[config.mk]
export PLATFORM = sky130hd
export DESIGN_NAME = rbro_queue
export DESIGN_NICKNAME = d
export VERILOG_FILES = /design/src/design/rbro_pkg.sv /design/src/design/rbro_queue.sv
export SDC_FILE = /design/constraint.sdc
export NUM_CORES = 1
export LEC_CHECK = 0
export BUFFER_PORTS_ARGS = -buffer_cell sky130_fd_sc_hd__buf_2
export CAP_MARGIN = 30
export CORE_MARGIN = 3
export CORE_UTILIZATION = 60
export CTS_CLUSTER_SIZE = 10
export DETAILED_ROUTE_END_ITERATION = 7
export GPL_TIMING_DRIVEN = 0
export PLACE_DENSITY = 0.81
export RECOVER_POWER = 50
export SLEW_MARGIN = 30
export SYNTH_ARGS = -nofsm -noshare
export SYNTH_HDL_FRONTEND = slang
export SYNTH_SLANG_ARGS = --single-unit
[constraint.sdc]
create_clock -name clock -period 5.1 [get_ports clock]
set_clock_uncertainty 0.15 [all_clocks]
set_input_delay 0.765 -clock clock [delete_from_list [all_inputs] [get_ports clock]]
set_output_delay 0.765 -clock clock [all_outputs]
set_load 0.02 [all_outputs]
[src/design/rbro_pkg.sv]
// Shared types and constants of the rectangle blitter.
package rbro_pkg;

   // Result status codes.
   typedef enum logic [1:0] {
      ST_WRITTEN = 2'd0,
      ST_OUTSIDE = 2'd1,
      ST_EMPTY   = 2'd2,
      ST_READ    = 2'd3
   } rbro_status_type;

   // Request kinds carried in req_tuser.
   localparam logic REQ_BLIT = 1'b0;
   localparam logic REQ_READ = 1'b1;

   // Raster operations; the unused code behaves as copy.
   localparam logic [1:0] MODE_COPY = 2'd0;
   localparam logic [1:0] MODE_OR   = 2'd1;
   localparam logic [1:0] MODE_MASK = 2'd2;

   // Register indexes of the configuration port.
   localparam logic [2:0] REG_X_START     = 3'd0;
   localparam logic [2:0] REG_Y_START     = 3'd1;
   localparam logic [2:0] REG_RECT_WIDTH  = 3'd2;
   localparam logic [2:0] REG_RECT_HEIGHT = 3'd3;
   localparam logic [2:0] REG_FILL_MODE   = 3'd4;

   localparam int CSR_INDEX_W = 3;
   localparam int CSR_DATA_W  = 11;
   localparam int TDATA_W     = 48;
   localparam int COORD_W     = 10;
   localparam int PIXEL_W     = 24;
   // Address width wide enough for the largest screen.
   localparam int FULL_ADDR_W = 20;

   // Depth of the queue between front and back.
   localparam int QUEUE_DEPTH = 4;
   localparam int QUEUE_PTR_W = 2;

   // One classified request as it travels from front to back.
   typedef struct packed {
      rbro_status_type      status;
      logic                 last;
      logic [COORD_W-1:0]   col;
      logic [COORD_W-1:0]   row;
      logic [PIXEL_W-1:0]   rgb;
      logic [1:0]           mode;
   } rbro_item_type;

endpackage

[src/design/rbro_queue.sv]
// Short queue of classified requests between front and back.
module rbro_queue #(
   parameter int AW = 14
) (
   input  logic                    clock,
   input  logic                    reset,
   input  logic                    push,
   input  rbro_pkg::rbro_item_type push_item,
   input  logic [AW-1:0]           push_addr,
   output logic                    full,
   input  logic                    pop,
   output logic                    head_valid,
   output rbro_pkg::rbro_item_type head_item,
   output logic [AW-1:0]           head_addr
);
   import rbro_pkg::*;

   rbro_item_type          item_ff [QUEUE_DEPTH];
   logic [AW-1:0]          addr_ff [QUEUE_DEPTH];
   logic [QUEUE_PTR_W-1:0] wr_ptr_ff, wr_ptr_in;
   logic [QUEUE_PTR_W-1:0] rd_ptr_ff, rd_ptr_in;
   logic [QUEUE_PTR_W:0]   count_ff, count_in;

   assign full       = count_ff == (QUEUE_PTR_W+1)'(QUEUE_DEPTH);
   assign head_valid = count_ff != '0;
   assign head_item  = item_ff[rd_ptr_ff];
   assign head_addr  = addr_ff[rd_ptr_ff];

   always_comb begin
      wr_ptr_in = push ? wr_ptr_ff + QUEUE_PTR_W'(1) : wr_ptr_ff;
      rd_ptr_in = pop ? rd_ptr_ff + QUEUE_PTR_W'(1) : rd_ptr_ff;
      count_in  = count_ff;
      if (push && !pop) begin
         count_in = count_ff + (QUEUE_PTR_W+1)'(1);
      end else if (pop && !push) begin
         count_in = count_ff - (QUEUE_PTR_W+1)'(1);
      end
   end

   always_ff @(posedge clock) begin
      if (reset) begin
         wr_ptr_ff <= '0;
         rd_ptr_ff <= '0;
         count_ff  <= '0;
      end else begin
         wr_ptr_ff <= wr_ptr_in;
         rd_ptr_ff <= rd_ptr_in;
         count_ff  <= count_in;
      end
   end

   always_ff @(posedge clock) begin
      if (push) begin
         item_ff[wr_ptr_ff] <= push_item;
         addr_ff[wr_ptr_ff] <= push_addr;
      end
   end

endmodule

# After elaboration in Yosys (flattened, before gate mapping)
# Memories as Yosys holds them, arrays and structs flattened. A register that Yosys moved wholly into a read port is not among the register bits.
# Cells that the tools add are included.
dict set report op_classes {
  add_sub_neg 4
  n_eq_ne 1
  mux 8
  n_reduce_logical 6
}
# operator n
set op_table {}
lappend op_table {{$mux 2} 4}
lappend op_table {{$mux 3} 2}
lappend op_table {{$add 2x1->2 const B} 2}
lappend op_table {{$add 3x1->3 const B} 1}
lappend op_table {{$eq 3x3->1 const B} 1}
lappend op_table {{$reduce_bool 3->1} 1}
lappend op_table {{$sub 3x1->3 const B} 1}
lappend op_table {{$logic_and 1x1->1} 2}
lappend op_table {{$logic_not 1->1} 2}
lappend op_table {{$mux 1} 2}
lappend op_table {{$reduce_bool 2->1} 1}
dict set report word_totals {
  regBits 7
  mem_bits_rw 252
  inputBits 67
  output_inout_bits 65
  word_cells 24
  memories 2
}
# memory words word_bits read_ports rd_clocked_by_memory_dff wr line
set memory_table {}
lappend memory_table {item_ff 4 49 1 1 1 rbro_queue.sv:18} ;# rbro_item_type item_ff [QUEUE_DEPTH];
lappend memory_table {addr_ff 4 14 1 1 1 rbro_queue.sv:19} ;# logic [AW-1:0] addr_ff [QUEUE_DEPTH];

# Depth between registers and ports, before layout
# Gate-level depths: netlist (run 1).
dict set report depth {
  word_depth 4
  depth_mapped 7
  ltp_nobuf 7
}

# Worst setup path after synthesis (run 1)
# No wires, ideal clock.
dict set report synth_timing {
  kind {input port to flip-flop}
  startpoint {input push}
  endpoint {memory addr_ff[0][0], enable pin}
  setup_ps 427
  arrival_ps 2249
  required_time_ps 4523
  slack_ps 2273
  stages 1
  n_path_buf 0
  cell_sequence {and2_1}
}
dict set report synth_via {
  elab_chain_len 2
}
# element line
set synth_lines {}
lappend synth_lines {{from (decl)} rbro_queue.sv:7} ;# input logic push,
lappend synth_lines {{$mux 1} rbro_queue.sv:53} ;# if (push) begin
lappend synth_lines {{$mux 1 (implied by the code)} rbro_queue.sv:55} ;# addr_ff[wr_ptr_ff] <= push_addr;
lappend synth_lines {{to (decl)} rbro_queue.sv:19}
# Every way passes these cells.

# Final worst setup path (run 1)
dict set report layout_timing {
  startpoint {register wr_ptr_ff[1]}
  endpoint {memory addr_ff[1][11], enable pin}
}
# element line
set layout_rtl {}
lappend layout_rtl {{from (decl)} rbro_queue.sv:20} ;# logic [QUEUE_PTR_W-1:0] wr_ptr_ff, wr_ptr_in;
lappend layout_rtl {{from (signal assigned)} rbro_queue.sv:46} ;# wr_ptr_ff <= wr_ptr_in;
# No word-level cell before the write port.

==> metrics.md, run 1 <==
| Metric | Value |
|---|---|
| Status | complete, but fails checks |
| Failing checks | max-capacitance violations, max-slew violations |
| Core Rows | 45 |
| Gr usage total | 19.2% |
| Worst EP required | 5.15 ns |
| Final net count | 612 |
| Chip Height | 132 um |
| RSZ-0062 raised after global routing | no |
| First-pass GRT wire length | 26000 um |
| P_leak | 3.74 nW |
| PortBufs | 130 |
| Footprint of the multi-input gates | 1670 sq um |
| Share of layout cells above drive strength 1 | 32.1% |
| Yosys Warn Count | 0 |
| Hpwl dp | 9830 um |
| Area growth from synthesis to layout | 18.4% |
| Via count | 4312 |
| Die area | 17500 sq um |
| FF-to-FF setup slack | 1.78 ns |
| Die width | 132 um |
| Fin. Hold Viols | 0 |
| Drt via density | 5.65 |
| Clock buffer count from CTS | 30 |
| Final period utilization | 65.0% |
| DR iter-0 viols | 224 |
| Slew @ Worst Pin | 2.70 ns |
| Initial antenna violation count | 0 |
| Max-Cap Viols | 2 |
| Slew Limit Fails | 59 |
| Final core occ | 73.6% |
| F_max | 302 MHz |
| Final setup violation count | 0 |
| Remaining DRCs | 0 |
| Hold crit path type | primary input to flip-flop |
| Boundary pin count | 132 |
| CTS Sinks | 261 |
| Total gr overflow | 0 |
| Syn Inst Count | 373 |
| Later-pin clock latency in the skew report | 0.52 ns |
| Post-CTS setup buffers | 0 |
| Post-cts gate resize count | 0 |
| Core Box Area | 15400 sq um |
| Register area share after synthesis | 80.8% |
| N_diodes | 0 |
| Yosys reg bits | 261 |
| Initial Util | 62.2% |
| Crit path time final | 3.32 ns |
| Fillers | 941 |
| Wire length per cell | 21.3 um |
| Hold_buf cts | 0 |
| GPL Wtd Cong | 0.710 |
| Dpl cells | 718 |
| Arrival time worst endpoint | 3.37 ns |
| CTS tree | done |
| Drt total wl | 16300 um |
| Synth unique cells | 21 |
| Syn nets | 446 |
| Max VDD drop | 0.381 mV |
| Vias in the first global route | 4729 |
| Max Root-Sink Buffers | 3 |
| Final Non-Filler Cells | 763 |
| Rel. slew slack | -80.1% |
| Htree depth | 1 |
| Total Neg Setup Slack | 0 ns |
| PwrDens | 426 nW/um^2 |
| Type of the worst setup path | flip-flop to flip-flop |
| Detail Route Antenna Nets | 0 |
| Clk root buf | clkbuf_16 |
| Critical Path Sink Type | flip-flop |
| Mapped cell area | 9590 sq um |
| Register area | 7750 sq um |
| Worst Path Max Fanout | 35 |
| Post-Syn Area per Cell | 25.7 sq um |
| Setup crit start kind | flip-flop |
| Largest net degree at the start of global routing | 41 |
| DR pass1 iterations | 4 |
| Reg clk slew, reported paths | 0.06 ns |
[sequential cells by signal (all words and copies together) (netlist names), named ones only]
name       count
count_ff       3
addr_ff       56
item_ff      196
wr_ptr_ff      2
rd_ptr_ff      2
[final timing paths]
kind                                     from        endpoint  cells after the start
worst min register to register    count_ff[2]     count_ff[2]                      2
worst max register to register   wr_ptr_ff[1]  addr_ff[1][11]                      4
worst min-delay path            push_item[28]  item_ff[0][28]                      1
worst max-delay path             wr_ptr_ff[1]  addr_ff[1][11]                      4
[final cells by class]
type | instances | share of cell area, %
clock inverters | 1 | 0.0771
repair buffers | 134 | 5.80
inverters | 4 | 0.132
plain buffers | 15 | 1.49
flip-flops and latches | 261 | 68.2
well taps | 211 | 2.33
multi-input cells | 93 | 14.7
clock buffers | 44 | 7.26
[per-layer routing]
metal / track usage (%) / part of all wire [%] / vias to the layer above
met2: 31.9 / 50 / 150
met4: 4.50 / 1.9 / 0
li1: - / - / 1911
met3: 5.10 / 7.8 / 33
met1: 26.0 / 40 / 2218
met5: 0 / 0 / -
[where the power goes]
group          total [mW]  internal (mW)  switching [mW]  leakage (nW)
Combinational       0.528          0.221           0.307         0.948
Sequential           2.49           2.47          0.0269          2.39
Clock                1.81           1.10           0.718         0.401
Total                4.83           3.78            1.05          3.74
[cell usage in the layout (no fill, tap or decap), types with 4 or more instances in the layout]
cell / count
edfxtp_1: 252
buf_12: 9
inv_1: 4
clkbuf_16: 31
ha_1: 5
mux4_2: 60
clkbuf_1: 79
nor2_1: 7
dfxtp_1: 9
buf_2: 72
[synthesized netlist by cell type (all sizes together)]
cell type    n  area share (%)
and2         4            0.26
nor3b        1           0.078
xor2         3            0.27
nand2        1           0.039
buf         13             1.7
mux2i        2            0.21
o21ai        1           0.052
a21oi        1           0.052
ha           5            0.65
dfxtp        9             1.9
fa           1            0.21
nor2         7            0.27
inv          4            0.16
or3          2            0.13
xnor2        2            0.18
edfxtp     252              79
mux4        63              15
clkbuf       2           0.078
[metrics by stage]
step / area, sq um / power [mW] / worst slack, ns / hold WS [ns]
2_1_floorplan: 9590 / 2.88 / 2.27 / 0.311
3_3_place_gp: 10500 / 3.06 / 1.02 / 0.321
3_5_place_dp: 10600 / 3.08 / 2.56 / 0.367
4_1_cts: 11400 / 4.90 / 1.99 / 0.275
5_1_grt: 11400 / 5.02 / 1.54 / 0.326
6_report: 11400 / 4.83 / 1.78 / 0.344
[worst max-delay path: stages, from the launching register on]
cell	delay [ns]
dfxtp_1	0.34
inv_1	0.09
ha_1	0.14
and2_0	1.96
buf_12	0.29
[logic make-up after synthesis]
family | share of synthesized area, %
DFF | 80.8
muxes | 15.1
buffers and inverters | 1.92
and+or+nand+nor | 0.783
adders and majority gates | 0.861
xor gates and xnor gates | 0.457
AOI/OAI and AO/OA | 0.104
Power figures use the tool's default switching activity.
==> inputs of run 2 (changes only) <==
ABC_AREA = 1   (was unset)
CORE_UTILIZATION = 57   (was 60)
PLACE_DENSITY = 0.77   (was 0.81)
clock period = 3.45 ns   (was 5.1 ns; I/O delays follow)
==> run 2 against run 1 <==
  * First-iteration DRC count up 110%
  * Largest cell class unchanged
  * Hold slack lost 0.31 ns
  * Power is 49% higher
  * Sequential share of layout area fell by 2.7 points
  * The flow finishes with violations (max-capacitance violations)
  * Clock power grew 49%
  * Fmax is 16% higher
  * Global-route usage grew 3.6 points
  * Synthesized area is 4.6% higher
  * Worst setup slack worse by 1.2 ns
==> metrics.md, run 2 <==
| Metric | Value |
|---|---|
| Status | complete, but fails checks |
| Failing checks | max-capacitance violations |
| Area share of the largest cell type after synthesis | 75.4% (-3.5 points) |
| Boundary pin count | 132 (unchanged) |
| Yosys reg bits | 261 (unchanged) |
| Area growth from synthesis to layout | 17.9% |
| Pre-CTS WS | 1.23 ns (-1.33 ns) |
| Remaining DRCs | 0 (unchanged) |
| Critical Path Sink Type | flip-flop |
| Fin area | 11800 sq um (+4.2%) |
| Post-Syn Area per Cell | 15.0 sq um (-42%) |
| Final setup violation count | 0 (unchanged) |
| Core Box Area | 16900 sq um (+9.4%) |
| Max VDD drop | 0.462 mV (+21%) |
| Wire length per cell | 21.0 um (-1.5%) |
| Post-cts gate resize count | 0 (unchanged) |
| CTS Sinks | 261 (unchanged) |
| Final period utilization | 83.0% (+18 points) |
| Worst path cell trace | inv_1 > ha_1 > nand2_1 > clkinvlp_2 > buf_16 |
| Clock buffer count from CTS | 30 (unchanged) |
| Hold_buf cts | 0 (unchanged) |
| Initial antenna violation count | 0 (unchanged) |
| Die area | 19200 sq um (+9.6%) |
| Most frequent cells in the layout | edfxtp_1, o21ai_0, nor2_1 |
| Max Root-Sink Buffers | 3 (unchanged) |
| Htree depth | 1 (unchanged) |
| Tot Pwr | 7.20 mW (+49%) |
| Footprint of the multi-input gates | 1980 sq um (+19%) |
| Later-pin clock latency in the skew report | 0.53 ns (about the same) |
| Synth area leader | edfxtp_1 |
| Max reg flops | 196 (unchanged) |
| Syn nets | 740 (+66%) |
| Hold crit path type | primary input to flip-flop |
| Via count | 6247 (+45%) |
| Post-CTS setup buffers | 0 (unchanged) |
| First-pass GRT wire length | 34600 um (+33%) |
| N_diodes | 0 (unchanged) |
| Placed Area | 11100 sq um (+4.5%) |
| Hpwl dp | 13800 um (+40%) |
| Gr usage total | 22.7% (+3.6 points) |
| PortBufs | 131 (+0.77%) |
| R2r startpoint | wr_ptr_ff[0] |
| Crit path depth | 5 (+1) |
| Slew @ Worst Pin | 1.46 ns (-1.24 ns) |
| DR iter-0 viols | 474 (+110%) |
| Most flops, register | item_ff |
| Worst Path Max Fanout | 39 (+11%) |
| Drt total wl | 22400 um (+38%) |
| CTS tree | done |
| Yosys Warn Count | 0 (unchanged) |
| Largest regs | item_ff: 196 flops, addr_ff: 56 flops, count_ff: 3 flops |
| Slowest Stage Delay on Critical Path | 1.06 ns (-0.90 ns) |
| FF-to-FF setup slack | 0.59 ns (-1.20 ns) |
| RSZ-0062 raised after global routing | no |
| Crit path capture | addr_ff[2][8] |
| CP Launch Point | wr_ptr_ff[0] |
| Total Neg Setup Slack | 0 ns (unchanged) |
| Main area contributors after synthesis | edfxtp_1, o21ai_0, nor2_1 |
| Fillers | 1116 (+19%) |
| Worst EP required | 3.56 ns (-1.59 ns) |
| Core Rows | 47 (+4.4%) |
| Reg clk slew, reported paths | 0.05 ns (about the same) |
| Detail Route Antenna Nets | 0 (unchanged) |
| Register area share after synthesis | 77.2% (-3.5 points) |
| PwrDens | 609 nW/um^2 (+43%) |
| Arrival time worst endpoint | 2.97 ns (-0.40 ns) |
| Initial Util | 59.4% (-2.7 points) |
| Rel. slew slack | 2.17% (+82 points) |
| Chip Height | 139 um (+4.7%) |
| Largest net degree at the start of global routing | 40 (-2.4%) |
| DR pass1 iterations | 5 (+1) |
| Reg2Reg Depth | 5 (+1) |
| Hold Path Origin | reset |
| RR Endpoint | addr_ff[2][8] |
| Count leader, synth | edfxtp_1 |
| Die width | 139 um (+4.7%) |
| Buf/Inv on CP | 3 (+1) |
| GPL Wtd Cong | 0.794 (+12%) |
| Crit path time final | 2.86 ns (-0.451 ns) |
| Mapped cell area | 10000 sq um (+4.6%) |
| Max-Cap Viols | 1 (-1) |
| F_max | 349 MHz (+16%) |
| Setup crit start kind | flip-flop |
| Number of enable flip-flop cells after synthesis | 252 (unchanged) |
| Type of the worst setup path | flip-flop to flip-flop |
| Final worst setup slack | 0.585 ns (-1.20 ns) |
| Top FF cell, synth | edfxtp_1 |
| Fin. Hold Viols | 0 (unchanged) |
| Synth unique cells | 25 (+19%) |
| Share of layout cells above drive strength 1 | 23.4% (-8.7 points) |
| Fraction of registers with async set/reset | 0% (unchanged) |
| Drt via density | 5.85 (+3.6%) |
| Slew Limit Fails | 0 (-100%) |
| Final net count | 907 (+48%) |
| Commonest cells post-synth | edfxtp_1, o21ai_0, nor2_1 |
| Slowest stage cell, crit path | clkinvlp_2 |
| P_leak | 4.05 nW (+8.2%) |
| Register area | 7750 sq um (unchanged) |
| Syn Inst Count | 667 (+79%) |
| Total gr overflow | 0 (unchanged) |
| Clk root buf | clkbuf_16 |
| Vias in the first global route | 6476 (+37%) |
| Worst path top cell family by delay | buffers and inverters |
| Commonest non-fill, non-tap cell in the layout | edfxtp_1 |
[run 2: cell count changes after synthesis, moves of 6 or more]
cell	previous run	this run
o21ai_0	1	117
nor2_1	7	102
mux4_2	60	0
o22ai_1	0	33
nor2_2	0	30
o22ai_2	0	30
o21ai_1	0	13
inv_1	4	14
clkbuf_1	2	11
nand2_1	1	10
buf_2	6	14
clkbuf_2	0	7
buf_12	6	0
[run 2: cell families after synthesis]
family	after synthesis	synth area share, %
AOI/OAI and AO/OA	197	12.5
xor gates and xnor gates	2	0.175
DFF	261	77.2
adders and majority gates	6	0.823
buffers and inverters	56	3.08
and+or+nand+nor	145	6.22
[run 2: worst min path at each step]
stage | slack [ns] | depth (start not counted) | endpoint
3_3_place_gp | 0.31 | 1 | rd_ptr_ff[0]
3_5_place_dp | 0.33 | 1 | rd_ptr_ff[0]
6_report | 0.04 | 2 | count_ff[0]
5_1_grt | 0.03 | 2 | count_ff[0]
2_1_floorplan | 0.30 | 1 | flip-flop
4_1_cts | 0.02 | 1 | item_ff[3][41]
[run 2: stage by stage]
stage          cells  hold slack (ns)  utilization, %
6_report        1067           0.0381            70.1
5_1_grt         1067           0.0287            70.1
4_1_cts         1067           0.0166            70.6
3_5_place_dp    1022            0.332            65.7
3_3_place_gp    1018            0.313            65.0
2_1_floorplan    667            0.300               -
[run 2: per-layer routing]
| metal | share of wire, % | wire length (um) | global-route usage [%] |
|---|---|---|---|
| met1 | 40 | 9030 | 29.8 |
| met2 | 51 | 11500 | 39.1 |
| met3 | 7.0 | 1570 | 4.69 |
| met4 | 1.6 | 361 | 6.33 |
| met5 | 0 | 0 | 0 |
[run 2: final cells by class]
| cell class | instances | area share, % |
|---|---|---|
| Sequential cell | 261 | 65.5 |
| Multi-Input combinational cell | 350 | 16.7 |
| Clock buffer | 43 | 6.76 |
| Timing Repair Buffer | 135 | 5.80 |
| Tap cell | 220 | 2.33 |
| Buffer | 40 | 2.00 |
| Inverter | 16 | 0.677 |
| Clock inverter | 2 | 0.212 |
[run 2: where the power goes]
part           internal (mW)  switching, mW
logic                  0.258          0.582
clock network           1.58           1.12
registers               3.62         0.0377
total                   5.46           1.74
