`src/design/rbro_pkg.sv`:
```
// Shared types and constants of the rectangle blitter.
package rbro_pkg;

   // Result status codes.
   typedef enum logic [1:0] {
      ST_WRITTEN = 2'd0,
      ST_OUTSIDE = 2'd1,
      ST_EMPTY   = 2'd2,
      ST_READ    = 2'd3
   } rbro_status_type;

   // Request kinds carried in req_tuser.
   localparam logic REQ_BLIT = 1'b0;
   localparam logic REQ_READ = 1'b1;

   // Raster operations; the unused code behaves as copy.
   localparam logic [1:0] MODE_COPY = 2'd0;
   localparam logic [1:0] MODE_OR   = 2'd1;
   localparam logic [1:0] MODE_MASK = 2'd2;

   // Register indexes of the configuration port.
   localparam logic [2:0] REG_X_START     = 3'd0;
   localparam logic [2:0] REG_Y_START     = 3'd1;
   localparam logic [2:0] REG_RECT_WIDTH  = 3'd2;
   localparam logic [2:0] REG_RECT_HEIGHT = 3'd3;
   localparam logic [2:0] REG_FILL_MODE   = 3'd4;

   localparam int CSR_INDEX_W = 3;
   localparam int CSR_DATA_W  = 11;
   localparam int TDATA_W     = 48;
   localparam int COORD_W     = 10;
   localparam int PIXEL_W     = 24;
   // Address width wide enough for the largest screen.
   localparam int FULL_ADDR_W = 20;

   // Depth of the queue between front and back.
   localparam int QUEUE_DEPTH = 4;
   localparam int QUEUE_PTR_W = 2;

   // One classified request as it travels from front to back.
   typedef struct packed {
      rbro_status_type      status;
      logic                 last;
      logic [COORD_W-1:0]   col;
      logic [COORD_W-1:0]   row;
      logic [PIXEL_W-1:0]   rgb;
      logic [1:0]           mode;
   } rbro_item_type;

endpackage

```
`src/design/rbro_front.sv`:
```
// Front end: configuration registers, raster cursor and request classification.
module rbro_front #(
   parameter int SCREEN_COLS = 128,
   parameter int SCREEN_ROWS = 128,
   parameter int AW          = 14
) (
   input  logic                                clock,
   input  logic                                reset,
   input  logic                                csr_wen,
   input  logic [rbro_pkg::CSR_INDEX_W-1:0]    csr_index,
   input  logic [rbro_pkg::CSR_DATA_W-1:0]     csr_wdata,
   input  logic                                req_tvalid,
   output logic                                req_tready,
   input  logic                                req_tuser,
   input  logic [rbro_pkg::TDATA_W-1:0]        req_tdata,
   input  logic                                q_full,
   input  logic                                clearing,
   output logic                                push,
   output rbro_pkg::rbro_item_type             push_item,
   output logic [AW-1:0]                       push_addr
);
   import rbro_pkg::*;

   localparam logic [10:0] COLS_L = 11'(SCREEN_COLS);
   localparam logic [10:0] ROWS_L = 11'(SCREEN_ROWS);

   logic [9:0]    x_start_ff, x_start_in;
   logic [9:0]    y_start_ff, y_start_in;
   logic [10:0]   width_ff, width_in;
   logic [10:0]   height_ff, height_in;
   logic [1:0]    mode_ff, mode_in;
   logic [AW-1:0] y_base_ff, y_base_in;
   logic [AW-1:0] line_addr_ff, line_addr_in;
   logic [9:0]    cur_col_ff, cur_col_in;
   logic [9:0]    cur_row_ff, cur_row_in;

   logic [10:0]   x_end, y_end;
   logic          outside, empty_rect;
   logic [9:0]    blit_col, blit_row;
   logic          col_wrap, row_wrap;
   logic [9:0]    read_col, read_row;
   logic          read_oob;
   logic [FULL_ADDR_W-1:0] read_addr_full;
   logic [AW-1:0] y_base_new;
   logic          accept, blit_go;

   assign read_col = req_tdata[33:24];
   assign read_row = req_tdata[43:34];

   assign req_tready = !q_full && !clearing;
   assign accept     = req_tvalid && req_tready;
   assign push       = accept;

   // End coordinates in 11 bits; a start plus width above 2047 still wraps.
   assign x_end      = {1'b0, x_start_ff} + width_ff;
   assign y_end      = {1'b0, y_start_ff} + height_ff;
   assign outside    = ({1'b0, x_start_ff} >= COLS_L) || (x_end > COLS_L) ||
                       ({1'b0, y_start_ff} >= ROWS_L) || (y_end > ROWS_L);
   assign empty_rect = (width_ff == 11'd0) || (height_ff == 11'd0);

   assign blit_col = x_start_ff + cur_col_ff;
   assign blit_row = y_start_ff + cur_row_ff;
   assign col_wrap = ({1'b0, cur_col_ff} + 11'd1) >= width_ff;
   assign row_wrap = ({1'b0, cur_row_ff} + 11'd1) >= height_ff;

   assign read_oob = ({1'b0, read_col} >= COLS_L) || ({1'b0, read_row} >= ROWS_L);
   assign read_addr_full = FULL_ADDR_W'(read_row) * FULL_ADDR_W'(SCREEN_COLS) +
                           FULL_ADDR_W'(read_col);

   assign y_base_new = AW'(FULL_ADDR_W'(csr_wdata[9:0]) * FULL_ADDR_W'(SCREEN_COLS));

   assign blit_go = accept && (req_tuser == REQ_BLIT) && !outside && !empty_rect;

   // Classify the request.
   always_comb begin
      push_item      = '0;
      push_item.mode = mode_ff;
      push_addr      = '0;
      if (req_tuser == REQ_READ) begin
         push_item.col = read_col;
         push_item.row = read_row;
         if (read_oob) begin
            push_item.status = ST_OUTSIDE;
         end else begin
            push_item.status = ST_READ;
            push_addr        = AW'(read_addr_full);
         end
      end else if (outside) begin
         push_item.status = ST_OUTSIDE;
      end else if (empty_rect) begin
         push_item.status = ST_EMPTY;
      end else begin
         push_item.status = ST_WRITTEN;
         push_item.col    = blit_col;
         push_item.row    = blit_row;
         push_item.rgb    = {req_tdata[7:0], req_tdata[15:8], req_tdata[23:16]};
         push_item.last   = col_wrap && row_wrap;
         push_addr        = line_addr_ff + AW'(blit_col);
      end
   end

   // Register writes and cursor movement.
   always_comb begin
      x_start_in   = x_start_ff;
      y_start_in   = y_start_ff;
      width_in     = width_ff;
      height_in    = height_ff;
      mode_in      = mode_ff;
      y_base_in    = y_base_ff;
      line_addr_in = line_addr_ff;
      cur_col_in   = cur_col_ff;
      cur_row_in   = cur_row_ff;
      if (csr_wen) begin
         case (csr_index)
            REG_X_START:     x_start_in = csr_wdata[9:0];
            REG_Y_START: begin
               y_start_in = csr_wdata[9:0];
               y_base_in  = y_base_new;
            end
            REG_RECT_WIDTH:  width_in  = csr_wdata;
            REG_RECT_HEIGHT: height_in = csr_wdata;
            REG_FILL_MODE:   mode_in   = csr_wdata[1:0];
            default: ;
         endcase
         if (csr_index inside {REG_X_START, REG_Y_START, REG_RECT_WIDTH,
                               REG_RECT_HEIGHT, REG_FILL_MODE}) begin
            cur_col_in   = '0;
            cur_row_in   = '0;
            line_addr_in = y_base_in;
         end
      end else if (blit_go) begin
         if (col_wrap) begin
            cur_col_in = '0;
            if (row_wrap) begin
               cur_row_in   = '0;
               line_addr_in = y_base_ff;
            end else begin
               cur_row_in   = cur_row_ff + 10'd1;
               line_addr_in = line_addr_ff + AW'(SCREEN_COLS);
            end
         end else begin
            cur_col_in = cur_col_ff + 10'd1;
         end
      end
   end

   always_ff @(posedge clock) begin
      if (reset) begin
         x_start_ff   <= '0;
         y_start_ff   <= '0;
         width_ff     <= '0;
         height_ff    <= '0;
         mode_ff      <= MODE_COPY;
         y_base_ff    <= '0;
         line_addr_ff <= '0;
         cur_col_ff   <= '0;
         cur_row_ff   <= '0;
      end else begin
         x_start_ff   <= x_start_in;
         y_start_ff   <= y_start_in;
         width_ff     <= width_in;
         height_ff    <= height_in;
         mode_ff      <= mode_in;
         y_base_ff    <= y_base_in;
         line_addr_ff <= line_addr_in;
         cur_col_ff   <= cur_col_in;
         cur_row_ff   <= cur_row_in;
      end
   end

endmodule

```
`config.mk`:
```
export PLATFORM = sky130hd
export DESIGN_NAME = rbro_front
export DESIGN_NICKNAME = d
export VERILOG_FILES = /design/src/design/rbro_pkg.sv /design/src/design/rbro_front.sv
export SDC_FILE = /design/constraint.sdc
export NUM_CORES = 1
export LEC_CHECK = 0
export ABC_CLOCK_PERIOD_IN_PS = 3800
export BUFFER_PORTS_ARGS = -buffer_cell sky130_fd_sc_hd__buf_4
export CAP_MARGIN = 10
export CORE_MARGIN = 2
export CORE_UTILIZATION = 53
export CTS_BUF_LIST = sky130_fd_sc_hd__clkbuf_8
export DETAILED_ROUTE_END_ITERATION = 8
export PLACE_DENSITY_LB_ADDON = 0.15
export SLEW_MARGIN = 20
export SYNTH_ARGS = -nofsm -noshare
export SYNTH_HDL_FRONTEND = slang
export SYNTH_SLANG_ARGS = --single-unit
```
`constraint.sdc`:
```
create_clock -name clock -period 3.8 [get_ports clock]
set_input_delay 0.19 -clock clock [delete_from_list [all_inputs] [get_ports clock]]
set_output_delay 0.19 -clock clock [all_outputs]
set_load 0.01 [all_outputs]
```
=== After elaboration in Yosys (flattened, before gate mapping) ===
Index checks and enable logic that the tools add are counted.

* Reductions and logical operators: 28
* $lt $le $gt $ge: 8
* Bitwise logic cells: 1
* Equality and inequality tests: 5
* $add $sub $neg: 11
* Muxes and demuxes: 27

{| class="wikitable"
|+ Operators with widths
! cell !! number
|-
| two-way mux 14 bit || 10
|-
| two-way mux 45 bit || 2
|-
| two-way mux 10 bit || 8
|-
| greater-or-equal comparator 10 x 8 -> 1 bit (second input constant) || 4
|-
| adder 14 x 10 -> 14 bit || 2
|-
| two-way mux 24 bit || 1
|-
| adder 10 x 1 -> 11 bit (second input constant) || 2
|-
| adder 10 x 11 -> 11 bit || 2
|-
| greater-or-equal comparator 11 bit || 2
|-
| greater-than comparator 11 x 8 -> 1 bit (second input constant) || 2
|-
| logical NOT 11 bit || 2
|-
| adder 10 x 1 -> 10 bit (second input constant) || 2
|-
| adder 10 bit || 2
|-
| two-way mux 20 bit || 1
|-
| adder 14 x 8 -> 14 bit (second input constant) || 1
|-
| AND reduction 2 bit || 6
|-
| two-way mux 2 bit || 4
|-
| equality test 3 x 2 -> 1 bit (second input constant) || 2
|-
| logical AND 1 bit || 6
|-
| logical OR 1 bit || 5
|-
| nonzero test 5 bit || 1
|-
| logical NOT 1 bit || 4
|-
| nonzero test 2 bit || 2
|-
| equality test 3 x 1 -> 1 bit (second input constant) || 1
|-
| other kinds (6) || 6
|}

* Register bits: 92
* Logic and storage cells: 89
* Output and inout port bits: 65
* Input bits: 69

=== Longest topological paths before layout ===
Gate-level depths: netlist of run 1.

* Depth in word-level cells: 10
* Depth in mapped cells: 19
* Mapped depth without buffers: 19

=== Worst setup path after synthesis of run 1 ===
Ideal clock, no wire load.

* Kind: register -> register
* Start: reg x_start_ff[0]
* End: reg line_addr_ff[1]
* Stages on the path, launching flop included: 15
* Arrival time: 3.456 ns
* Data required time: 3.683 ns
* Clock period less this slack: 3.573 ns
* Setup slack: 0.227 ns
* Library setup time: 0.117 ns
* Path buffers: 2
* Cell sequence: dfxtp_1 -> ha_1 -> inv_1 -> fa_1 -> nor2b_4 -> o31ai_2 -> a21oi_1 -> or4_1 -> a2111o_1 -> or4_1 -> buf_2 -> or2_1 -> buf_6 -> o311a_4 -> a22o_1

* Word-level cells in the longest chain between the ends: 10
* Elaborated cells on any way between the ends: 11
* Classes of those cells: add/sub (1); order compare (2); reduce/logical (8)

{| class="wikitable"
|+ RTL lines
! element !! RTL line !! text
|-
| start: declaration || rbro_front.sv:27 || <nowiki>logic [9:0] x_start_ff, x_start_in;</nowiki>
|-
| start signal: assignment || rbro_front.sv:159 || <nowiki>x_start_ff <= x_start_in;</nowiki>
|-
| adder 10 x 11 -> 11 bit || rbro_front.sv:55 || <nowiki>assign x_end = {1'b0, x_start_ff} + width_ff;</nowiki>
|-
| greater-than comparator 11 x 8 -> 1 bit || rbro_front.sv:57 || <nowiki>assign outside = ({1'b0, x_start_ff} >= COLS_L) || (x_end > COLS_L) ||</nowiki>
|-
| logical OR 1 bit (*) (2 in series) || rbro_front.sv:57 ||
|-
| logical OR 1 bit (*) || rbro_front.sv:58 || <nowiki>({1'b0, y_start_ff} >= ROWS_L) || (y_end > ROWS_L);</nowiki>
|-
| logical NOT 1 bit (*) || rbro_front.sv:72 || <nowiki>assign blit_go = accept && (req_tuser == REQ_BLIT) && !outside && !empty_rect;</nowiki>
|-
| logical AND 1 bit (*) (2 in series) || rbro_front.sv:72 ||
|-
| nonzero test 2 bit (no source line) (*) || -- ||
|-
| AND reduction 3 bit (no source line) (*) || -- ||
|-
| end signal: assignment || rbro_front.sv:165 || <nowiki>line_addr_ff <= line_addr_in;</nowiki>
|-
| end: declaration || rbro_front.sv:33 || <nowiki>logic [AW-1:0] line_addr_ff, line_addr_in;</nowiki>
|}

Mark *: on every way between the ends. The rest lies on a longest branch, timed or not.
A chain may end at the register's enable or synchronous reset.

=== Worst setup path after layout of run 1 ===
* Start: reg x_start_ff[0]
* End: out push_addr[4]

* Word-level cells in the longest chain between the ends: 7
* Elaborated cells on any way between the ends: 11
* Classes of those cells: add/sub (3); order compare (2); mux (3); reduce/logical (3)

{| class="wikitable"
|+ RTL lines
! element !! RTL line !! text
|-
| adder 10 x 11 -> 11 bit || rbro_front.sv:55 ||
|-
| greater-than comparator 11 x 8 -> 1 bit || rbro_front.sv:57 ||
|-
| logical OR 1 bit (2 in series) || rbro_front.sv:57 ||
|-
| logical OR 1 bit || rbro_front.sv:58 ||
|-
| two-way mux 14 bit (*) || rbro_front.sv:88 || <nowiki>end else if (outside) begin</nowiki>
|-
| two-way mux 14 bit (*) || rbro_front.sv:79 || <nowiki>if (req_tuser == REQ_READ) begin</nowiki>
|-
| end: declaration || rbro_front.sv:20 || <nowiki>output logic [AW-1:0] push_addr</nowiki>
|}

Marked as above.

==> metrics.md, run 1 <==
| Metric | Value |
|---|---|
| Run status | finished, violations left |
| Violated checks | negative setup slack |
| Total wire length | 22200 µm |
| Total number of vias | 7333 |
| Worst-path clk slew | 90 ps |
| Total die area | 14500 µm² |
| Power density over the cells | 227 nW/µm² |
| Congestion Overflow GR | 0 |
| CP endpoint kind | primary output |
| Final worst-path cycle share | 104% |
| Number of top-level design ports | 134 |
| Effective utilization at floorplan | 54.3% |
| CTS tree | done |
| Cell area reported after detailed placement | 8490 µm² |
| Master of the slowest instance on the critical path | sky130_fd_sc_hd__or4_1 |
| Chip Width | 121 µm |
| DRC viols | 0 |
| Most common cell on crit path | sky130_fd_sc_hd__o31ai_4 |
| Hold Crit Depth | 3 |
| Insertion delay to the later sink of the worst-skew pair | 370 ps |
| Most common flop cell mapped by yosys | sky130_fd_sc_hd__dfxtp_1 |
| Synth Warn # | 0 |
| Maximum fanout encountered on the critical timing path | 6 |
| Dpl ws | -26.5 ps |
| Cell count along the critical path | 13 |
| Post-Synthesis Net Count | 1087 |
| Min-delay worst type | input pin to flip-flop |
| Worst stage delay on the critical path | 510 ps |
| #FFs+latches synth | 92 |
| Area Growth Syn to Fin | 29.4% |
| Unrepaired setup endpoints after global routing | true |
| Number of max-cap violations | 0 |
| CP top delay family | simple AND/OR/NAND/NOR gates |
| Final setup slack of the worst path | -157 ps |
| Netlist area before placement | 7200 µm² |
| Most used standard cells in the synthesized netlist | sky130_fd_sc_hd__nand2_1 (152), sky130_fd_sc_hd__a21oi_1 (96), sky130_fd_sc_hd__dfxtp_1 (92) |
| Cell with the most instances after synthesis | sky130_fd_sc_hd__nand2_1 |
| Layout net count | 1243 |
| Slew Limit Fails | 0 |
| Biggest area consumer among synthesized cells | sky130_fd_sc_hd__dfxtp_1 |
| Startpoint of the lowest-slack hold path | csr_wdata[10] |
| Count of different cell masters after synthesis | 62 |
| Drt wl/cell | 17.4 µm |
| Static Leakage | 4.20 nW |
| Buffers & Inverters on Critical Path | 3 |
| R2R Path Start | x_start_ff[0] |
| First-pass GRT wire length | 33900 µm |
| Post-synth top area share | 25.6% |
| Post-synth EDFFs | 0 |
| Depth of the worst register-to-register path | 15 |
| GRT Overall Usage | 29.3% |
| Setup slack on the worst flop-to-flop path | 10 ps |
| Minimum clock period | 3960 ps |
| Largest net degree at the start of global routing | 69 |
| Ordered cell list for the critical path | ha_4, inv_2, fa_2, nor2b_4, o31ai_4, a21oi_2, or4_1, a2111o_1, or4_4, or2_4, buf_12, o31ai_4, buf_6 |
| Gate count of the mapped netlist | 936 |
| Mapped Avg Cell Area | 7.69 µm² |
| Number of clock sinks | 92 |
| CTS root buf | sky130_fd_sc_hd__clkbuf_8 |
| Number of endpoints with negative hold slack in the final report | 0 |
| Antenna diode count | 0 |
| Fin Clk Skew | 12.0 ps |
| Data required time of the worst path | 3610 ps |
| Crit Path Category | flip-flop to primary output |
| CTS H-tree lvls | 3 |
| HPWL after detailed placement | 16500 µm |
| Data arrival time of the worst path | 3770 ps |
| Drt pass-1 iters | 5 |
| Number of global-route vias before repair | 6695 |
| Port Buffer Count | 129 |
| CP Capture Point | push_addr[4] |
| Total of endpoints with negative setup slack in the final report | 60 |
| Height of the die | 121 µm |
| Startpoint type of the worst setup path | flip-flop |
| Critical path origin | x_start_ff[0] |
| Average via count per standard cell | 5.76 |
| Sequential share of the synthesized area | 25.6% |
| Number of routed nets with antenna violations | 0 |
| Number of inserted filler cells in the final layout | 1090 |
| Async set-reset flop share out of synthesis | 0% |
| Area inside the core boundary | 13200 µm² |
| Weighted congestion at the end of routability-driven global placement | 0.950 |
| Clock Path Buffers | 2 |
| Rel. slew slack | 28.7% |
| Cts bufs inserted | 9 |
| Final design area excluding fillers | 9310 µm² |
| Worst Tran Pin Value | 1060 ps |
| First-iteration detailed-routing DRC count | 403 |
| Highest ir drop seen on vdd | 0.202 mV |
| Synth top area cells | sky130_fd_sc_hd__dfxtp_1 (26%), sky130_fd_sc_hd__ha_1 (13%), sky130_fd_sc_hd__nand2_1 (7.9%) |
| Fmax | 0.253 GHz |
| Fraction of final layout cells with drive strength greater than 1 | 24.2% |
| R2r endpoint | line_addr_ff[4] |
| Worst hold slack across all endpoints | 77.5 ps |
| Number of antenna violations at the first check in global routing | 0 |
| Row count | 42 |
==> through the flow <==
stage	cells	TNS, ps	utilization [%]	power, mW
final	1273	-2770	70.3	2.11
after global routing	1273	-8760	70.3	2.21
after CTS	1265	-3070	67.9	2.09
after detailed placement	1235	-90.2	64.1	1.41
after global placement	1235	0	64.1	1.41
after floorplan	936	0	-	1.23
==> sequential cells by signal, summed over array words and instances (netlist names), 10 cells and up <==
register,flops
y_start_ff,10
cur_col_ff,10
x_start_ff,10
height_ff,11
cur_row_ff,10
y_base_ff,14
line_addr_ff,14
width_ff,11
==> repair_timing <==
action                                  4_1_cts  5_1_grt
pin swaps                                    12       29
endpoints found under the setup margin       68       89
gates resized for setup                      47       62
buffers inserted                             11        8
cloned                                        3        1
hold buffers                                  0        0
==> logic make-up (layout without fill, tap and decap cells) <==
kind of cell	after synthesis	after routing	share of synthesized area [%]
xor gates and xnor gates	54	54	6.57
DFF	92	92	25.6
and+or+nand+nor	334	334	22.0
buffers and inverters	91	252	4.90
muxes	9	9	1.27
adders and majority gates	82	82	14.9
AOI/OAI and AO/OA	274	274	24.8
==> worst min path at each step <==
| stage | end | slack (ps) |
|---|---|---|
| finish | width_ff[10] | 80 |
| global route | height_ff[10] | 80 |
| CTS | width_ff[10] | 70 |
| detailed placement | y_base_ff[7] | 450 |
| global placement | y_base_ff[7] | 440 |
| floorplan | x_start_ff[0] | 330 |
==> final cells by class <==
type / instances / area (µm²) / area share, %
clock inverter: 7 / 68.8 / 0.739
tap: 176 / 220 / 2.37
multi-input combinational: 753 / 5330 / 57.3
clock buffer: 9 / 124 / 1.33
timing repair buffer: 180 / 1510 / 16.2
inverter: 56 / 210 / 2.26
sequential: 92 / 1850 / 19.8
==> cells in the final DEF (no fill, tap or decap), types with 9 or more instances in the layout <==
cell type                    n
sky130_fd_sc_hd__buf_4     158
sky130_fd_sc_hd__inv_1      54
sky130_fd_sc_hd__buf_6      16
sky130_fd_sc_hd__and2_1     30
sky130_fd_sc_hd__a21o_1     22
sky130_fd_sc_hd__nor3_1     11
sky130_fd_sc_hd__a22o_1     18
sky130_fd_sc_hd__xnor2_1    25
sky130_fd_sc_hd__and3_1     19
sky130_fd_sc_hd__clkbuf_8    9
sky130_fd_sc_hd__nor2b_1    13
sky130_fd_sc_hd__ha_1       70
sky130_fd_sc_hd__nand3_1    24
sky130_fd_sc_hd__dfxtp_1    89
sky130_fd_sc_hd__o31ai_1    11
sky130_fd_sc_hd__o21ai_0    28
sky130_fd_sc_hd__xor2_1     25
sky130_fd_sc_hd__nand2_1   152
sky130_fd_sc_hd__a21oi_2     9
sky130_fd_sc_hd__a21oi_1    87
sky130_fd_sc_hd__nor2_1     40
sky130_fd_sc_hd__o21ai_2    11
sky130_fd_sc_hd__o211ai_1   12
==> tightest hold or removal path: stages <==
cell and delay, ps:
sky130_fd_sc_hd__buf_4 110, sky130_fd_sc_hd__nand2_1 50, sky130_fd_sc_hd__a21oi_1 50
==> where the power goes <==
part	leakage, nW	total [mW]	internal [mW]	switching (mW)
sequential	0.745	0.997	0.978	0.0190
clock	0.100	0.664	0.302	0.362
combinational	3.35	0.453	0.210	0.244
==> layer usage <==
| layer | vias to the layer above | GRT usage (%) | share of wire (%) |
|---|---|---|---|
| met3 | 36 | 4.39 | 7.1 |
| met4 | 0 | 7.70 | 2.5 |
| met1 | 3377 | 39.7 | 44 |
| li1 | 3642 | - | - |
| met5 | - | 0 | 0 |
| met2 | 278 | 48.8 | 47 |
Note: power is estimated with default switching activity, not from simulation.
==> run 2, diff against run 1 <==
BUFFER_PORTS_ARGS = -buffer_cell sky130_fd_sc_hd__buf_2   (was -buffer_cell sky130_fd_sc_hd__buf_4)
==> run 2 against run 1 <==
The flow still finishes with violations (negative setup slack). Non-clock buffer count grew 2. Largest power group unchanged. Sequential share of layout area is 0.46 points higher. Die area unchanged. Clock skew hardly changed. Via count rose by 1.6%. Combinational power fell by 6.6%. Sequential power is essentially flat. Flip-flop and latch count did not move. Global-route usage about the same. Critical path type unchanged. Routed wire length increased by 0.31%. Largest cell class unchanged.
==> metrics.md, run 2 (synthesis gave the netlist of run 1 again) <==
| Metric | Value |
|---|---|
| Run status | finished, violations left |
| Violated checks | negative setup slack |
| Rel. slew slack | 28.0% (-0.67 points) |
| Congestion Overflow GR | 0 (unchanged) |
| Data required time of the worst path | 3610 ps (about the same) |
| R2R Path Start | x_start_ff[0] |
| Area Growth Syn to Fin | 26.4% |
| Final setup slack of the worst path | -177 ps (-19.5 ps) |
| DRC viols | 0 (unchanged) |
| Number of routed nets with antenna violations | 0 (unchanged) |
| R2r endpoint | line_addr_ff[5] |
| Static Leakage | 4.18 nW (-0.42%) |
| Number of max-cap violations | 0 (unchanged) |
| Worst-path clk slew | 100 ps (about the same) |
| Number of antenna violations at the first check in global routing | 1 (+1) |
| Total of endpoints with negative setup slack in the final report | 59 (-1.7%) |
| Cts bufs inserted | 9 (unchanged) |
| Fmax | 0.251 GHz (-0.49%) |
| Average via count per standard cell | 5.84 (+1.3%) |
| Weighted congestion at the end of routability-driven global placement | 0.958 (+0.84%) |
| Minimum clock period | 3980 ps (+19.5 ps) |
| GRT Overall Usage | 29.3% (about the same) |
| Startpoint of the lowest-slack hold path | csr_wdata[10] |
| Worst hold slack across all endpoints | 61.8 ps (-15.8 ps) |
| Depth of the worst register-to-register path | 13 (-2) |
| First-iteration detailed-routing DRC count | 421 (+4.5%) |
| Setup slack on the worst flop-to-flop path | 80 ps (+70 ps) |
| Number of clock sinks | 92 (unchanged) |
| Height of the die | 121 µm (unchanged) |
| Row count | 42 (unchanged) |
| Power density over the cells | 242 nW/µm² (+6.7%) |
| Commonest cells after routing, fill and taps aside | sky130_fd_sc_hd__nand2_1 (152), sky130_fd_sc_hd__buf_2 (113), sky130_fd_sc_hd__dfxtp_1 (89) |
| Insertion delay to the later sink of the worst-skew pair | 380 ps (about the same) |
| Dpl ws | 77.4 ps (+104 ps) |
| Data arrival time of the worst path | 3790 ps (+20 ps) |
| Chip Width | 121 µm (unchanged) |
| CTS tree | done |
| Effective utilization at floorplan | 54.3% (unchanged) |
| Layout net count | 1245 (+0.16%) |
| CTS root buf | sky130_fd_sc_hd__clkbuf_8 |
| HPWL after detailed placement | 16200 µm (-1.9%) |
| Crit Path Category | flip-flop to primary output |
| Clock Path Buffers | 2 (unchanged) |
| Total die area | 14500 µm² (unchanged) |
| Total negative slack | -5410 ps (-2640 ps) |
| Maximum fanout encountered on the critical timing path | 8 (+2) |
| CP endpoint kind | primary output |
| Total wire length | 22200 µm (+0.31%) |
| Drt pass-1 iters | 5 (unchanged) |
| Critical path origin | x_start_ff[0] |
| Highest ir drop seen on vdd | 0.140 mV (-31%) |
| Area inside the core boundary | 13200 µm² (unchanged) |
| Number of endpoints with negative hold slack in the final report | 0 (unchanged) |
| Regs by FF count | line_addr_ff x14, y_base_ff x14 |
| CTS H-tree lvls | 3 (unchanged) |
| Slew Limit Fails | 0 (unchanged) |
| Number of top-level design ports | 134 (unchanged) |
| Total number of vias | 7449 (+1.6%) |
| Most frequent standard cell in the layout excluding fill and tap cells | sky130_fd_sc_hd__nand2_1 |
| First-pass GRT wire length | 33900 µm (+0.19%) |
| Port Buffer Count | 129 (unchanged) |
| Startpoint type of the worst setup path | flip-flop |
| Number of global-route vias before repair | 6739 (+0.66%) |
| Min-delay worst type | input pin to flip-flop |
| Fin Clk Skew | 11.9 ps (-0.123 ps) |
| Largest net degree at the start of global routing | 68 (-1.4%) |
| Worst Tran Pin Value | 1070 ps (+9.91 ps) |
| Fraction of final layout cells with drive strength greater than 1 | 25.7% (+1.4 points) |
| Drt wl/cell | 17.4 µm (about the same) |
| Final worst-path cycle share | 105% (+0.51 points) |
| Unrepaired setup endpoints after global routing | true |
| CP Capture Point | push_addr[4] |
## run 2: how the worst min path moves through the flow
| stage | slack, ps | endpoint | depth (start not counted) |
|---|---|---|---|
| global placement | 440 | y_base_ff[7] | 2 |
| CTS | 50 | width_ff[10] | 3 |
| floorplan | 330 | x_start_ff[0] | 2 |
| finish | 60 | width_ff[10] | 3 |
| global route | 80 | width_ff[10] | 3 |
| detailed placement | 450 | y_base_ff[11] | 2 |
## run 2: metrics by stage
step	cells	cell area, µm²	utilization (%)	power, mW
finish	1276	9100	68.7	2.21
global route	1276	9100	68.7	2.29
CTS	1267	8700	65.7	2.18
detailed placement	1238	8180	61.7	1.38
global placement	1238	8180	61.7	1.38
floorplan	936	7200	-	1.23
## run 2: layout make-up
type / count / area, µm²
Clock buffer: 10 / 138
Sequential cell: 92 / 1850
Timing Repair Buffer: 182 / 1270
Inverter: 56 / 210
Multi-Input combinational cell: 753 / 5320
Tap cell: 176 / 220
Antenna cell: 1 / 2.50
Fill cell: 1107 / 4140
Clock inverter: 6 / 95.1
## run 2: layer usage
| layer | up-vias | global-route usage, % | part of all wire [%] |
|---|---|---|---|
| li1 | 3654 | - | - |
| met1 | 3452 | 39.5 | 45 |
| met5 | - | 0 | 0 |
| met2 | 297 | 48.6 | 46 |
| met3 | 46 | 4.15 | 6.9 |
| met4 | 0 | 8.58 | 2.3 |
## run 2: where the power goes
group	total, mW	internal, mW	switching (mW)
logic	0.423	0.180	0.243
registers	0.998	0.978	0.0200
clock network	0.784	0.396	0.389
total	2.21	1.55	0.651
## run 2: worst max-delay path, stage by stage (launching register included)
cell and delay (ps):
sky130_fd_sc_hd__dfxtp_4 380, sky130_fd_sc_hd__ha_4 160, sky130_fd_sc_hd__inv_2 50, sky130_fd_sc_hd__fa_2 220
sky130_fd_sc_hd__nor2b_4 50, sky130_fd_sc_hd__o31ai_2 230, sky130_fd_sc_hd__a21oi_2 110, sky130_fd_sc_hd__or4_4 520
sky130_fd_sc_hd__a2111o_1 370, sky130_fd_sc_hd__or4_4 470, sky130_fd_sc_hd__or2_4 310, sky130_fd_sc_hd__buf_6 160
sky130_fd_sc_hd__o31ai_2 210, sky130_fd_sc_hd__buf_2 160
## run 2: what timing repair did
item                       CTS  global route
setup endpoints to repair   60            91
buffers inserted            11             5
gates resized for setup     53            69
hold buffers                 0             0
pin swaps                   14            50
gates cloned                 2             3
